File: src/rtl/srbl_ram.sv
// Generic single-clock RAM with one write port and one registered read port.
// No dependencies.
module srbl_ram #(
  parameter int  WIDTH = 8,
  parameter int  DEPTH = 16,
  localparam int AW    = $clog2(DEPTH)
) (
  input  logic             clk,
  input  logic             wr_en,
  input  logic [AW-1:0]    wr_addr,
  input  logic [WIDTH-1:0] wr_data,
  input  logic             rd_en,
  input  logic [AW-1:0]    rd_addr,
  output logic [WIDTH-1:0] rd_data
);

  logic [WIDTH-1:0] mem [DEPTH];

  // Write port, and read port with the data registered.
  always_ff @(posedge clk) begin
    if (wr_en) begin
      mem[wr_addr] <= wr_data;
    end
    if (rd_en) begin
      rd_data <= mem[rd_addr];
    end
  end

endmodule

File: config.mk
export PLATFORM = sky130hd
export DESIGN_NAME = srbl_ram
export DESIGN_NICKNAME = d
export VERILOG_FILES = /design/src/rtl/srbl_ram.sv
export SDC_FILE = /design/constraint.sdc
export NUM_CORES = 1
export LEC_CHECK = 0
export BUFFER_PORTS_ARGS = -buffer_cell sky130_fd_sc_hd__buf_2
export CAP_MARGIN = 25
export CORE_UTILIZATION = 45
export DETAILED_ROUTE_END_ITERATION = 7
export PLACE_DENSITY_LB_ADDON = 0.12
export SETUP_SLACK_MARGIN = 0.02
export SLEW_MARGIN = 20
export SYNTH_ARGS = -nofsm -noshare
export SYNTH_HDL_FRONTEND = slang
export SYNTH_SLANG_ARGS = --single-unit
File: constraint.sdc
create_clock -name clk -period 3.1 [get_ports clk]
set_input_delay 0.155 -clock clk [delete_from_list [all_inputs] [get_ports clk]]
set_output_delay 0.155 -clock clk [all_outputs]
set_load 0.01 [all_outputs]
==> qor.yml <==
routed_wl_mm: 10.03
area_growth_syn_to_layout_pct: 15.25
skew_ns: 0.006625
path_clk_slew_ns: 0.06
row_count: 38
synth_top_area_share_pct: 78.12
drv_slew: 0
drt-pass1-iter-count: 4
cts_resized: 0
synth_area_leaders: "edfxtp_1, mux4_2, mux4_1"
grt.overflow.total: 0
run_status: "finished, final reports clean"
drtIter0Drc: 168
cts_made_buffers: 17
finalSetupTns_ns: 0
hpwlAfterDp_mm: 6.372
setup-violations-final: 0
syn_nets: 248
crit_chain: "buf_2 -> buf_4 -> mux4_1 -> a22oi_1 -> nand2_1"
r2r_start: "mem[1][5]"
rsz0062_at_grt: "no"
vias: 2402
fmax_mhz: 658.5
cpPeakStageDelay_ns: 0.59
grt_start_max_net_pins: 18
fin_crit_sh_pct: 48.98
dieWidth_um: 109.8
yosysMostFrequentCell: "edfxtp_1"
grt.busiest_layer: "met2"
maxCapViolCount: 0
coreArea_sq_um: 11080
synth_cell_types: 18
synth_warnings: 0
critPathKind: "input port to flop"
die_area_sq_um: 12050
use_met1_pct: 25.82
worst-slew-pin-transition_ns: 0.9738
drive_gt1_share_pct: 27.46
antenna_found_initial: 0
yosys-top-cells-count: "edfxtp_1, mux4_2, a22oi_1"
ys_ff_latch: 136
worstPathMaxFanout: 13
cts.sinks: 136
ys_async_sr_fraction_pct: 0
grt_use_met2_pct: 29.51
wire_per_inst_um: 23.66
ir_worst_vdd_uv: 302.8
drc_errors: 0
p_per_area_nw_per_um2: 667.7
synthCells: 229
place_congestion: 0.6786
hold_viol: 0
cts_tree: "built"
grt_pass1_vias: 2444
antenna_cells: 0
critPathSlowestCell: "mux4_1"
clkLatencyLatePin_ns: 0.40
detail_route.vias_per_cell: 5.665
path_buf_inv: 2
hold_slack_ns: 0.1257
final_nets: 291
worstPathArrival_ns: 1.67
max_slew_margin_pct: 34.84
die_height_um: 109.8
htreeDepth: 4
cp-end-kind: "flop"
clk_path_buf_depth: 2
critPathRequiredTime_ns: 3.25
crit_family: "buffers and inverters"
synth_edf_count: 136
min_period_ns: 1.518
io_pins: 27
met3_usage_pct: 5.868
port_buffers: 26
startpoint_type: "input port"
min_from: "rd_en"
cts_hold_buf: 0
grt_usage_pct: 18.97
ant_nets: 0
post_cts_buffers: 0
synth_top_area_cell: "edfxtp_1"
avgSynthCellArea_sq_um: 22.83
min_path_type: "input port to flop"
grt_pass1_wl_mm: 15.04
seq_area_frac_synth_pct: 78.12
critPathLaunch: "rd_addr[0]"
syn_area_sq_um: 5228
start_util_pct: 47.19
synth_flop_cell: "edfxtp_1"
p_leak_nw: 2.003
ctsRootBufferMaster: "clkbuf_16"
cell families after synthesis:
group / after synthesis / share of synthesized area, %
flops: 136 / 78.12
mux: 32 / 14.79
buf+inv: 10 / 1.651
simple gates: 35 / 3.136
compound gates: 16 / 2.298
path summary, 6_finish.rpt:
check	to	slack (ns)	depth (start not counted)
setup / recovery	rd_data[1]	1.58	5
hold / removal	rd_data[0]	0.13	1
setup reg to reg	rd_data[5]	1.61	3
hold reg to reg	rd_data[1]	0.75	3
layout by cell type, fill, tap and decap left out:
cell	Yosys	routed
and2b_1	1	1
clkinvlp_4	0	2
clkbuf_1	0	1
a22oi_1	16	16
bufinv_16	0	1
nand3_1	1	1
clkbuf_16	0	17
nand2_1	9	9
and2_1	1	1
nand3b_1	2	2
nor2b_1	1	1
mux4_1	14	14
nor3_1	4	4
clkinv_2	0	5
clkinv_1	0	5
mux4_2	18	18
nor2_1	13	13
edfxtp_1	136	136
buf_2	3	26
nand2b_1	2	2
or3b_2	1	1
buf_4	1	8
area by class of cell:
cell class,instances,area (sq um)
Fill cell,848,5054
Tap cell,140,175.2
Sequential cell,136,4084
Timing Repair Buffer,34,190.2
Clock buffer,18,429.2
Multi-Input combinational cell,83,1057
Clock inverter,13,88.84
metrics by stage:
step	power [mW]	instance area (sq um)	setup WS, ns	std cells	utilization [%]
after floorplan	2.227	5228	1.452	229	-
after global placement	2.306	5499	1.135	392	49.64
after detailed placement	2.309	5499	1.121	392	49.64
after CTS	4.056	6017	1.549	423	54.31
after global routing	4.157	6025	1.482	424	54.38
final	4.022	6025	1.582	424	54.38
power by group:
group	internal, mW	switching (mW)	leakage [nW]
combinational	0.0744	0.108	0.514
sequential	2.07	0.0107	1.24
clock	1.07	0.683	0.252
total	3.22	0.801	2.00
routing by layer:
metal | vias up | routed length, um | part of all wire, %
met2 | 69 | 5010 | 50
li1 | 1068 | - | -
met4 | 0 | 47 | 0.47
met5 | - | 0 | 0
met3 | 2 | 534 | 5.3
met1 | 1263 | 4439 | 44
state kept, by name, summed over array words and instances (netlist names):
signal,count
rd_data,8
mem,128
(Power assumes the default switching activity.)
